--- src/rtl/dtwg_pkg.sv ---
// ----------------------------------------------------------------------------
// dtwg_pkg
// Types, constants and table functions shared by the DTMF tone generator.
// ----------------------------------------------------------------------------
package dtwg_pkg;

  localparam int unsigned TableSize = 200;

  localparam int unsigned KeyW      = 8;
  localparam int unsigned DurW      = 16;
  localparam int unsigned TpmW      = 5;
  localparam int unsigned SampleW   = 8;
  localparam int unsigned PhaseW    = 8;
  localparam int unsigned StepW     = 6;
  localparam int unsigned TicksW    = 20;
  localparam int unsigned RomW      = 7;

  localparam logic [TpmW-1:0]    TicksPerMsRst = 5'd10;
  localparam logic [TicksW-1:0]  TicksMax      = 20'hFFFFF;
  localparam logic [SampleW-1:0] RestLevel     = 8'd126;
  localparam logic [RomW-1:0]    RestHalf      = 7'd63;

  // result queue
  localparam int unsigned ResDepth = 4;
  localparam int unsigned ResPtrW  = 2;
  localparam int unsigned ResCntW  = 3;

  typedef enum logic {
    OP_TICK  = 1'b0,
    OP_START = 1'b1
  } opcode_e;

  typedef struct packed {
    opcode_e             opcode;
    logic [KeyW-1:0]     key_char;
    logic [DurW-1:0]     duration_ms;
  } item_t;

  typedef struct packed {
    logic [SampleW-1:0] sample;
    logic               is_rest;
    logic               last;
  } result_t;

  // results of one processed item
  typedef struct packed {
    logic [1:0] cnt;
    result_t    r0;
    result_t    r1;
  } res_pair_t;

  typedef struct packed {
    logic [ResCntW-1:0] count;
    logic               room2;
  } fifo_status_t;

  typedef struct packed {
    logic             ok;
    logic [StepW-1:0] row_step;
    logic [StepW-1:0] col_step;
  } key_dec_t;

  localparam logic [StepW-1:0] RowSteps [4] = '{6'd14, 6'd15, 6'd17, 6'd19};
  localparam logic [StepW-1:0] ColSteps [4] = '{6'd24, 6'd27, 6'd30, 6'd33};

  // round(63*sin(k*pi/100)), k = 0..50
  localparam logic [5:0] QuarterWave [51] = '{
    6'd0,  6'd2,  6'd4,  6'd6,  6'd8,  6'd10, 6'd12, 6'd14, 6'd16, 6'd18,
    6'd19, 6'd21, 6'd23, 6'd25, 6'd27, 6'd29, 6'd30, 6'd32, 6'd34, 6'd35,
    6'd37, 6'd39, 6'd40, 6'd42, 6'd43, 6'd45, 6'd46, 6'd47, 6'd49, 6'd50,
    6'd51, 6'd52, 6'd53, 6'd54, 6'd55, 6'd56, 6'd57, 6'd58, 6'd59, 6'd59,
    6'd60, 6'd60, 6'd61, 6'd61, 6'd62, 6'd62, 6'd63, 6'd63, 6'd63, 6'd63,
    6'd63
  };

  // one full sine period folded from the quarter wave
  function automatic logic [RomW-1:0] sine_at(input logic [PhaseW-1:0] idx);
    logic [PhaseW-1:0] q;
    logic              upper;
    logic [5:0]        qw;
    if (idx <= 8'd50) begin
      q = idx;
      upper = 1'b1;
    end else if (idx <= 8'd100) begin
      q = 8'd100 - idx;
      upper = 1'b1;
    end else if (idx <= 8'd150) begin
      q = idx - 8'd100;
      upper = 1'b0;
    end else begin
      q = 8'd200 - idx;
      upper = 1'b0;
    end
    qw = (q <= 8'd50) ? QuarterWave[q[5:0]] : 6'd0;
    return upper ? (RestHalf + RomW'(qw)) : (RestHalf - RomW'(qw));
  endfunction

  function automatic key_dec_t decode_key(input logic [KeyW-1:0] key);
    key_dec_t   d;
    logic [1:0] r;
    logic [1:0] c;
    d.ok = 1'b1;
    r = 2'd0;
    c = 2'd0;
    case (key)
      8'h31: begin r = 2'd0; c = 2'd0; end
      8'h32: begin r = 2'd0; c = 2'd1; end
      8'h33: begin r = 2'd0; c = 2'd2; end
      8'h34: begin r = 2'd1; c = 2'd0; end
      8'h35: begin r = 2'd1; c = 2'd1; end
      8'h36: begin r = 2'd1; c = 2'd2; end
      8'h37: begin r = 2'd2; c = 2'd0; end
      8'h38: begin r = 2'd2; c = 2'd1; end
      8'h39: begin r = 2'd2; c = 2'd2; end
      8'h30: begin r = 2'd3; c = 2'd1; end
      8'h2A: begin r = 2'd3; c = 2'd0; end
      8'h23: begin r = 2'd3; c = 2'd2; end
      8'h41: begin r = 2'd0; c = 2'd3; end
      8'h42: begin r = 2'd1; c = 2'd3; end
      8'h43: begin r = 2'd2; c = 2'd3; end
      8'h44: begin r = 2'd3; c = 2'd3; end
      default: begin
        d.ok = 1'b0;
      end
    endcase
    d.row_step = RowSteps[r];
    d.col_step = ColSteps[c];
    return d;
  endfunction

endpackage

--- src/rtl/dtwg_in_if.sv ---
// ----------------------------------------------------------------------------
// dtwg_in_if
// Item channel into the tone generator: ticks and tone starts.
// ----------------------------------------------------------------------------
interface dtwg_in_if;
  logic                        valid;
  logic                        ready;
  logic                        opcode;
  logic [dtwg_pkg::KeyW-1:0]   key_char;
  logic [dtwg_pkg::DurW-1:0]   duration_ms;

  modport source (output valid, output opcode, output key_char, output duration_ms,
                  input ready);
  modport sink   (input valid, input opcode, input key_char, input duration_ms,
                  output ready);
endinterface

--- src/rtl/dtwg_out_if.sv ---
// ----------------------------------------------------------------------------
// dtwg_out_if
// Sample channel out of the tone generator.
// ----------------------------------------------------------------------------
interface dtwg_out_if;
  logic                          valid;
  logic                          ready;
  logic [dtwg_pkg::SampleW-1:0]  sample;
  logic                          is_rest;
  logic                          last;

  modport source (output valid, output sample, output is_rest, output last,
                  input ready);
  modport sink   (input valid, input sample, input is_rest, input last,
                  output ready);
endinterface

--- src/rtl/dtwg_cfg_if.sv ---
// ----------------------------------------------------------------------------
// dtwg_cfg_if
// Write channel for the ticks-per-millisecond register.
// ----------------------------------------------------------------------------
interface dtwg_cfg_if;
  logic                       valid;
  logic                       ready;
  logic [dtwg_pkg::TpmW-1:0]  data;

  modport source (output valid, output data, input ready);
  modport sink   (input valid, input data, output ready);
endinterface

--- src/rtl/dtwg_core.sv ---
// ----------------------------------------------------------------------------
// dtwg_core
// Tone state, key decode, dual phase accumulators and sample sum.
// ----------------------------------------------------------------------------
module dtwg_core (
  input  logic                       clk_i,
  input  logic                       rst_ni,
  input  logic                       fire_i,
  input  dtwg_pkg::item_t            item_i,
  input  logic [dtwg_pkg::TpmW-1:0]  tpm_i,
  output dtwg_pkg::res_pair_t        res_o
);

  logic [dtwg_pkg::PhaseW-1:0] row_phase_q, row_phase_d;
  logic [dtwg_pkg::PhaseW-1:0] col_phase_q, col_phase_d;
  logic [dtwg_pkg::StepW-1:0]  row_step_q, row_step_d;
  logic [dtwg_pkg::StepW-1:0]  col_step_q, col_step_d;
  logic [dtwg_pkg::TicksW-1:0] ticks_q, ticks_d;
  logic                        active_q, active_d;

  dtwg_pkg::key_dec_t          dec;
  logic [dtwg_pkg::TicksW:0]   total_full;
  logic [dtwg_pkg::TicksW-1:0] total;
  logic [dtwg_pkg::TicksW-1:0] ticks_dec;
  logic [dtwg_pkg::SampleW-1:0] tone_sample;
  logic [dtwg_pkg::PhaseW:0]   row_sum, col_sum;
  logic [dtwg_pkg::PhaseW-1:0] row_next, col_next;

  localparam logic [dtwg_pkg::PhaseW:0] TableSizeW = (dtwg_pkg::PhaseW+1)'(dtwg_pkg::TableSize);

  assign dec        = dtwg_pkg::decode_key(item_i.key_char);
  assign total_full = (dtwg_pkg::TicksW+1)'(item_i.duration_ms) *
                      (dtwg_pkg::TicksW+1)'(tpm_i);
  assign total      = total_full[dtwg_pkg::TicksW] ? dtwg_pkg::TicksMax
                                                   : total_full[dtwg_pkg::TicksW-1:0];
  assign ticks_dec  = (ticks_q != '0) ? (ticks_q - dtwg_pkg::TicksW'(1)) : ticks_q;

  assign tone_sample = dtwg_pkg::SampleW'(dtwg_pkg::sine_at(row_phase_q)) +
                       dtwg_pkg::SampleW'(dtwg_pkg::sine_at(col_phase_q));

  // phases stay below the table size, so one subtract wraps them
  assign row_sum  = (dtwg_pkg::PhaseW+1)'(row_phase_q) + (dtwg_pkg::PhaseW+1)'(row_step_q);
  assign col_sum  = (dtwg_pkg::PhaseW+1)'(col_phase_q) + (dtwg_pkg::PhaseW+1)'(col_step_q);
  assign row_next = (row_sum >= TableSizeW) ? dtwg_pkg::PhaseW'(row_sum - TableSizeW)
                                            : row_sum[dtwg_pkg::PhaseW-1:0];
  assign col_next = (col_sum >= TableSizeW) ? dtwg_pkg::PhaseW'(col_sum - TableSizeW)
                                            : col_sum[dtwg_pkg::PhaseW-1:0];

  always_comb begin
    row_phase_d = row_phase_q;
    col_phase_d = col_phase_q;
    row_step_d  = row_step_q;
    col_step_d  = col_step_q;
    ticks_d     = ticks_q;
    active_d    = active_q;
    res_o       = '0;
    res_o.r1    = '{sample: dtwg_pkg::RestLevel, is_rest: 1'b1, last: 1'b1};
    if (fire_i) begin
      if (item_i.opcode == dtwg_pkg::OP_START) begin
        if (dec.ok) begin
          row_step_d = dec.row_step;
          col_step_d = dec.col_step;
          ticks_d    = total;
          active_d   = (total != '0);
          if (total == '0) begin
            res_o.cnt = 2'd1;
            res_o.r0  = '{sample: dtwg_pkg::RestLevel, is_rest: 1'b1, last: 1'b1};
          end
        end
      end else if (active_q) begin
        row_phase_d = row_next;
        col_phase_d = col_next;
        ticks_d     = ticks_dec;
        res_o.r0    = '{sample: tone_sample, is_rest: 1'b0, last: (ticks_dec != '0)};
        if (ticks_dec == '0) begin
          active_d  = 1'b0;
          res_o.cnt = 2'd2;
        end else begin
          res_o.cnt = 2'd1;
        end
      end
    end
  end

  always_ff @(posedge clk_i or negedge rst_ni) begin
    if (!rst_ni) begin
      row_phase_q <= '0;
      col_phase_q <= '0;
      row_step_q  <= '0;
      col_step_q  <= '0;
      ticks_q     <= '0;
      active_q    <= 1'b0;
    end else begin
      row_phase_q <= row_phase_d;
      col_phase_q <= col_phase_d;
      row_step_q  <= row_step_d;
      col_step_q  <= col_step_d;
      ticks_q     <= ticks_d;
      active_q    <= active_d;
    end
  end

endmodule

--- src/rtl/dtwg_res_fifo.sv ---
// ----------------------------------------------------------------------------
// dtwg_res_fifo
// Small result queue taking up to two results a cycle, giving one.
// ----------------------------------------------------------------------------
module dtwg_res_fifo (
  input  logic                    clk_i,
  input  logic                    rst_ni,
  input  dtwg_pkg::res_pair_t     push_i,
  output dtwg_pkg::fifo_status_t  status_o,
  dtwg_out_if.source              out_if
);

  dtwg_pkg::result_t mem [dtwg_pkg::ResDepth];

  logic [dtwg_pkg::ResPtrW-1:0] wr_ptr_q, wr_ptr_d;
  logic [dtwg_pkg::ResPtrW-1:0] rd_ptr_q, rd_ptr_d;
  logic [dtwg_pkg::ResCntW-1:0] count_q, count_d;
  logic                         pop;
  logic [dtwg_pkg::ResCntW:0]   need, have;

  assign pop = (count_q != '0) && out_if.ready;

  assign out_if.valid   = (count_q != '0);
  assign out_if.sample  = mem[rd_ptr_q].sample;
  assign out_if.is_rest = mem[rd_ptr_q].is_rest;
  assign out_if.last    = mem[rd_ptr_q].last;

  // room for two results once this cycle's pop is counted
  assign need = (dtwg_pkg::ResCntW+1)'(count_q) + (dtwg_pkg::ResCntW+1)'(2);
  assign have = (dtwg_pkg::ResCntW+1)'(dtwg_pkg::ResDepth) + (dtwg_pkg::ResCntW+1)'(pop);
  assign status_o.room2 = (need <= have);
  assign status_o.count = count_q;

  assign wr_ptr_d = wr_ptr_q + dtwg_pkg::ResPtrW'(push_i.cnt);
  assign rd_ptr_d = rd_ptr_q + dtwg_pkg::ResPtrW'(pop);
  assign count_d  = count_q + dtwg_pkg::ResCntW'(push_i.cnt) - dtwg_pkg::ResCntW'(pop);

  always_ff @(posedge clk_i) begin
    if (push_i.cnt != 2'd0) begin
      mem[wr_ptr_q] <= push_i.r0;
    end
    if (push_i.cnt == 2'd2) begin
      mem[wr_ptr_q + dtwg_pkg::ResPtrW'(1)] <= push_i.r1;
    end
  end

  always_ff @(posedge clk_i or negedge rst_ni) begin
    if (!rst_ni) begin
      wr_ptr_q <= '0;
      rd_ptr_q <= '0;
      count_q  <= '0;
    end else begin
      wr_ptr_q <= wr_ptr_d;
      rd_ptr_q <= rd_ptr_d;
      count_q  <= count_d;
    end
  end

endmodule

--- src/rtl/dtwg_cfg_reg.sv ---
// ----------------------------------------------------------------------------
// dtwg_cfg_reg
// Ticks-per-millisecond configuration register.
// ----------------------------------------------------------------------------
module dtwg_cfg_reg (
  input  logic                       clk_i,
  input  logic                       rst_ni,
  dtwg_cfg_if.sink                   cfg_if,
  output logic [dtwg_pkg::TpmW-1:0]  tpm_o
);

  logic [dtwg_pkg::TpmW-1:0] tpm_q;

  assign cfg_if.ready = 1'b1;
  assign tpm_o        = tpm_q;

  always_ff @(posedge clk_i or negedge rst_ni) begin
    if (!rst_ni) begin
      tpm_q <= dtwg_pkg::TicksPerMsRst;
    end else if (cfg_if.valid) begin
      tpm_q <= cfg_if.data;
    end
  end

endmodule

--- src/rtl/dtwg_wavetable_tone_generator.sv ---
// ----------------------------------------------------------------------------
// dtmf_wavetable_tone_generator
// DTMF tone generator with two wavetable phase accumulators.
// ----------------------------------------------------------------------------
// Items on in_if are either a sample tick or a tone start carrying an ASCII
// key and a duration in ms. A valid key arms a tone of duration * ticks_per_ms
// ticks; every tick during the tone gives one sample on out_if, the sum of
// two sine table entries. The final tick also gives the rest level 126 with
// is_rest and last set. A start with zero length gives the rest result at
// once; bad keys and idle ticks give nothing.
// cfg_if writes ticks_per_ms (reset value 10); it is always ready.
// An accepted item is registered and is processed once the result queue
// has room for two results; its results reach out_if through that queue.
// Throughput: one item per cycle while the queue has that room, set by the
// single process stage; the output side drains one result per cycle, so
// final ticks with two results slow the input when the queue fills.
// When out_if stalls, the four-entry result queue fills and then in_if
// drops ready; nothing is lost. Reset idles the tone, clears both phases
// and steps and empties the queue.
// ----------------------------------------------------------------------------
module dtmf_wavetable_tone_generator (
  input  logic         clk_i,
  input  logic         rst_ni,
  dtwg_in_if.sink      in_if,
  dtwg_out_if.source   out_if,
  dtwg_cfg_if.sink     cfg_if
);

  logic                       in_valid_q;
  dtwg_pkg::item_t            in_item_q;
  logic                       proc_fire;
  logic [dtwg_pkg::TpmW-1:0]  tpm;
  dtwg_pkg::res_pair_t        res;
  dtwg_pkg::fifo_status_t     fifo_st;

  assign proc_fire   = in_valid_q && fifo_st.room2;
  assign in_if.ready = !in_valid_q || proc_fire;

  always_ff @(posedge clk_i or negedge rst_ni) begin
    if (!rst_ni) begin
      in_valid_q <= 1'b0;
    end else if (in_if.ready) begin
      in_valid_q <= in_if.valid;
    end
  end

  always_ff @(posedge clk_i) begin
    if (in_if.valid && in_if.ready) begin
      in_item_q <= '{opcode:      dtwg_pkg::opcode_e'(in_if.opcode),
                     key_char:    in_if.key_char,
                     duration_ms: in_if.duration_ms};
    end
  end

  dtwg_cfg_reg u_cfg (
    .clk_i  (clk_i),
    .rst_ni (rst_ni),
    .cfg_if (cfg_if),
    .tpm_o  (tpm)
  );

  dtwg_core u_core (
    .clk_i  (clk_i),
    .rst_ni (rst_ni),
    .fire_i (proc_fire),
    .item_i (in_item_q),
    .tpm_i  (tpm),
    .res_o  (res)
  );

  dtwg_res_fifo u_fifo (
    .clk_i    (clk_i),
    .rst_ni   (rst_ni),
    .push_i   (res),
    .status_o (fifo_st),
    .out_if   (out_if)
  );

  // a held item is not dropped while the queue is full
  a_hold_item: assert property (@(posedge clk_i) disable iff (!rst_ni)
    (in_valid_q && !proc_fire) |=> in_valid_q)
    else $error("pending item lost");

  // results only come from a processed item
  a_res_needs_fire: assert property (@(posedge clk_i) disable iff (!rst_ni)
    (res.cnt != 2'd0) |-> proc_fire)
    else $error("result without processed item");

  // the second of a pair is always the closing rest result
  a_pair_ends_rest: assert property (@(posedge clk_i) disable iff (!rst_ni)
    (res.cnt == 2'd2) |-> (res.r1.is_rest && res.r1.last && !res.r0.last))
    else $error("bad final tick pair");

  // queue never overflows
  a_fifo_bound: assert property (@(posedge clk_i) disable iff (!rst_ni)
    fifo_st.count <= dtwg_pkg::ResCntW'(dtwg_pkg::ResDepth))
    else $error("result queue overflow");

endmodule
--- src/flat_wrapper.sv ---
// flat-port wrapper written by rule: the top's interface ports become plain ports
module dtmf_wavetable_tone_generator_flat 
  (clk_i, rst_ni, in_if_valid, in_if_opcode, in_if_key_char, in_if_duration_ms, in_if_ready, out_if_valid, out_if_sample, out_if_is_rest, out_if_last, out_if_ready, cfg_if_valid, cfg_if_data, cfg_if_ready);
  dtwg_in_if in_if_i ();
  dtwg_out_if out_if_i ();
  dtwg_cfg_if cfg_if_i ();
  input  logic clk_i;
  input  logic rst_ni;
  input wire logic [$bits(in_if_i.valid)-1:0] in_if_valid;
  input wire logic [$bits(in_if_i.opcode)-1:0] in_if_opcode;
  input wire logic [$bits(in_if_i.key_char)-1:0] in_if_key_char;
  input wire logic [$bits(in_if_i.duration_ms)-1:0] in_if_duration_ms;
  output wire logic [$bits(in_if_i.ready)-1:0] in_if_ready;
  output wire logic [$bits(out_if_i.valid)-1:0] out_if_valid;
  output wire logic [$bits(out_if_i.sample)-1:0] out_if_sample;
  output wire logic [$bits(out_if_i.is_rest)-1:0] out_if_is_rest;
  output wire logic [$bits(out_if_i.last)-1:0] out_if_last;
  input wire logic [$bits(out_if_i.ready)-1:0] out_if_ready;
  input wire logic [$bits(cfg_if_i.valid)-1:0] cfg_if_valid;
  input wire logic [$bits(cfg_if_i.data)-1:0] cfg_if_data;
  output wire logic [$bits(cfg_if_i.ready)-1:0] cfg_if_ready;
  assign in_if_i.valid = in_if_valid;
  assign in_if_i.opcode = in_if_opcode;
  assign in_if_i.key_char = in_if_key_char;
  assign in_if_i.duration_ms = in_if_duration_ms;
  assign in_if_ready = in_if_i.ready;
  assign out_if_valid = out_if_i.valid;
  assign out_if_sample = out_if_i.sample;
  assign out_if_is_rest = out_if_i.is_rest;
  assign out_if_last = out_if_i.last;
  assign out_if_i.ready = out_if_ready;
  assign cfg_if_i.valid = cfg_if_valid;
  assign cfg_if_i.data = cfg_if_data;
  assign cfg_if_ready = cfg_if_i.ready;
  dtmf_wavetable_tone_generator u_core (.clk_i(clk_i), .rst_ni(rst_ni), .in_if(in_if_i), .out_if(out_if_i), .cfg_if(cfg_if_i));
endmodule
--- config.mk ---
export PLATFORM = sky130hd
export DESIGN_NAME = dtmf_wavetable_tone_generator_flat
export DESIGN_NICKNAME = d
export VERILOG_FILES = /design/src/rtl/dtwg_pkg.sv /design/src/rtl/dtwg_in_if.sv /design/src/rtl/dtwg_out_if.sv /design/src/rtl/dtwg_cfg_if.sv /design/src/rtl/dtwg_core.sv /design/src/rtl/dtwg_res_fifo.sv /design/src/rtl/dtwg_cfg_reg.sv /design/src/rtl/dtwg_wavetable_tone_generator.sv /design/src/flat_wrapper.sv
export SDC_FILE = /design/constraint.sdc
export NUM_CORES = 1
export LEC_CHECK = 0
export BUFFER_PORTS_ARGS = -buffer_cell sky130_fd_sc_hd__buf_2
export CORE_AREA = 2 2 190 192
export DETAILED_ROUTE_END_ITERATION = 7
export DIE_AREA = 0 0 192 194
export HOLD_SLACK_MARGIN = 0.05
export PLACE_DENSITY_LB_ADDON = 0.15
export SLEW_MARGIN = 25
export SYNTH_ARGS = -nofsm -noshare
export SYNTH_HDL_FRONTEND = slang
export SYNTH_HIERARCHICAL = 1
export SYNTH_SLANG_ARGS = --single-unit
--- constraint.sdc ---
create_clock -name clk_i -period 9.7 [get_ports clk_i]
set_clock_uncertainty 0.05 [all_clocks]
set_input_delay 1.94 -clock clk_i [delete_from_list [all_inputs] [get_ports clk_i]]
set_output_delay 1.94 -clock clk_i [all_outputs]
set_load 0.01 [all_outputs]
==> summary.md <==
| Metric | Value |
|---|---|
| Status | complete, no violations |
| Main synth FF type | edfxtp_1 |
| Largest net degree at the start of global routing | 60 |
| R2R setup slack | 2.40 ns |
| Routed WL | 31.2 mm |
| Slew @ Worst Pin | 0.874 ns |
| Relative slew margins | 41.3% |
| Yosys warns | 6 |
| Layout net count | 1,511 |
| Mapped cell area | 0.0121 sq mm |
| Htree depth | 4 |
| Share of cells above drive strength 1 | 12.9% |
| Post-CTS Hold Fix Bufs | 0 |
| Number of global-route vias before repair | 9,837 |
| # IOs | 48 |
| Total CTS buffers | 17 |
| Final non-filler cell total | 1,818 |
| Hold Vio Cnt, Final | 0 |
| GRT Util Overall | 17.5% |
| Die H | 194 microns |
| Hold Crit Class | reg2reg |
| Initial antenna violation count | 0 |
| Post-synth EDFFs | 65 |
| GRT Residual Overflow | 0 |
| DR iter-0 viols | 579 |
| Post-Place Setup Slack | 2.37 ns |
| TNS Setup | 0 ns |
| TritonCTS Sinks | 124 |
| Core Box Area | 0.0352 sq mm |
| WP data required | 9.84 ns |
| F_max | 0.137 GHz |
| Most frequent cells in the layout | 104 x nand2_1, 93 x inv_1, 88 x o21ai_0 |
| Routability Congestion | 0.858 |
| Number of setup violations in the final report | 0 |
| Synth-to-Final Area Change | 9.36% |
| Yosys cell types | 89 |
| Commonest non-fill, non-tap cell in the layout | nand2_1 |
| First-pass GRT wire length | 52.2 mm |
| Horiz. Die Dim | 192 microns |
| Std cell rows | 69 |
| Post-CTS sizing | 0 |
| Worst Path Class, Setup | reg2reg |
| Fin crit share | 75.3% |
| Port buffer count | 46 |
| Skew-Pair Late Insertion Delay | 0.43 ns |
| Bufs on Longest Clock Path | 2 |
| Reg area | 0.00343 sq mm |
| Crit end category | register |
| Slew Limit Fails | 0 |
| Max FO, Critical Path | 17 |
| N_diodes | 0 |
| Register area share after synthesis | 28.3% |
| Worst-path cell chain | and2_1 -> fa_1 -> fa_1 -> inv_1 -> fa_1 -> inv_1 -> ha_1 -> inv_1 -> o21bai_1 -> a221o_1 -> a31oi_4 -> xnor2_1 -> nand4b_1 -> or4_1 -> or4b_1 -> or4_1 -> o21ai_2 -> nor2b_1 -> nand3_1 -> mux2_2 |
| Clock root buffer | clkbuf_16 |
| Fraction of registers with async set/reset | 47.6% |
| Post-DP HPWL | 22.8 mm |
| Max cap viols | 0 |
| Crit path DAT | 7.44 ns |
| Residual DRC | 0 |
| Fin worst setup slack | 2.40 ns |
| Minimum clock period | 7.30 ns |
| Yosys reg bits | 124 |
| Die area | 0.0372 sq mm |
| Critical path's largest stage delay | 0.69 ns |
| Routed vias/inst | 5.48 |
| Filler cell count | 3,541 |
| Avg Inst Size Synth | 9.08 sq um |
| RSZ-0062 raised after global routing | false |
| Placed Instances | 1,786 |
| TritonCTS clock tree | done |
| Slowest CP cell | dfstp_2 |
| Remaining antenna violation count after routing | 0 |
| Routed length per instance | 17.2 microns |
| Area of the multi-input gates | 0.00805 sq mm |
| Post-CTS Repair Setup Buffers | 0 |
| Startpoint type of the worst setup path | register |
| Initial Util | 34.5% |
| Gate Count Post-Synth | 1,337 |
| DR pass1 iterations | 5 |
| Vias | 9,966 |
| Clk slew on worst S/H paths | 0.06 ns |
==> worst paths after layout <==
kind	end	depth (start not counted)	startpoint
worst min register to register	u_core/u_core/col_step_q[5]	2	u_core/u_core/col_step_q[5]
max in group asynchronous	u_core/u_core/col_phase_q[1]	2	rst_ni
worst min-delay path	u_core/u_core/col_step_q[5]	2	u_core/u_core/col_step_q[5]
min in group asynchronous	u_core/u_cfg/tpm_o[2]	2	rst_ni
worst max-delay path	u_core/u_fifo/mem[0][6]	20	u_core/u_cfg/tpm_o[3]
worst max register to register	u_core/u_fifo/mem[0][6]	20	u_core/u_cfg/tpm_o[3]
==> worst max-delay path, delay by kind of cell, from the launching register on <==
kind            cells  cell delay, ns
compound gates      4            0.99
xor+xnor            1            0.11
fa+ha+maj           4            1.84
buf+inv             3            0.19
flops               1            0.69
mux                 1            0.41
simple gates        7            2.73
==> flip-flops by register name, summed over array words and instances, names as in the netlist, 2 cells and up <==
register                   flops
u_core/in_item_q              25
u_core/u_cfg/tpm_o             5
u_core/u_core/row_phase_q      8
u_core/u_fifo/mem             40
u_core/u_fifo/wr_ptr_q         2
u_core/u_core/ticks_q         20
u_core/u_core/row_step_q       4
u_core/u_fifo/count_q          3
u_core/u_core/col_step_q       5
u_core/u_fifo/rd_ptr_q         2
u_core/u_core/col_phase_q      8
==> synthesized netlist by cell type (all sizes together) (8+ instances only) <==
library cell / number / share of area, %
buf: 22 / 1.3
nor2: 74 / 2.3
nand3: 27 / 1.1
a21o: 25 / 1.5
o22ai: 11 / 0.57
clkbuf: 51 / 1.6
dfrtp: 57 / 12
mux2: 47 / 4.4
nor2b: 12 / 0.62
xnor2: 39 / 2.8
ha: 86 / 8.9
edfxtp: 65 / 16
and2: 70 / 3.6
mux4: 10 / 1.9
a211oi: 16 / 1.0
a211o: 9 / 0.65
o31ai: 12 / 0.74
o221ai: 10 / 0.72
and3: 9 / 0.46
nand2: 105 / 3.3
o21bai: 10 / 0.62
fa: 46 / 7.6
nand4: 13 / 0.67
inv: 94 / 2.9
nor3: 40 / 1.6
o21ai: 96 / 4.1
o21a: 8 / 0.49
a31oi: 14 / 0.90
or3: 16 / 0.82
xor2: 20 / 1.4
a21oi: 78 / 3.2
nand2b: 9 / 0.53
nor4: 12 / 0.74
==> routing by layer <==
metal  vias up  share of wire (%)  track usage, %
li1       4899                  -               -
met3        23                3.6            2.81
met5         -                  0               0
met4         0                1.2            4.13
met2       220                 50            29.5
met1      4824                 46            23.4
==> cells by family after synthesis <==
logic type               count (synthesis)  synth area share, %
AND/OR/NAND/NOR                        421                 18.1
AO/OA/AOI/OAI                          371                 20.6
buffers and inverters                  167                 5.75
adder cells (fa/ha/maj)                132                 16.5
flip-flops                             124                 28.3
multiplexers                            60                 6.46
XOR/XNOR                                59                 4.26
other                                    3               0.0928
==> per-stage QoR <==
| stage | hold slack (ns) | instance area, sq um | utilization (%) |
|---|---|---|---|
| finish | 0.438 | 13300 | 37.7 |
| global route | 0.471 | 13300 | 37.7 |
| CTS | 0.446 | 13300 | 37.7 |
| detailed placement | 0.429 | 12700 | 36.0 |
| global placement | 0.423 | 12700 | 36.0 |
| floorplan | 0.393 | 12200 | - |
==> area by class of cell <==
type / instances / area share [%]
clock inverter: 15 / 1.22
inverter: 94 / 2.66
timing repair buffer: 53 / 2.13
sequential: 124 / 25.8
tap: 461 / 4.34
multi-input combinational: 1054 / 60.6
clock buffer: 17 / 3.20
Power is not shown: default switching activity piles up to over one toggle a cycle in this logic, so the estimate is an artifact.
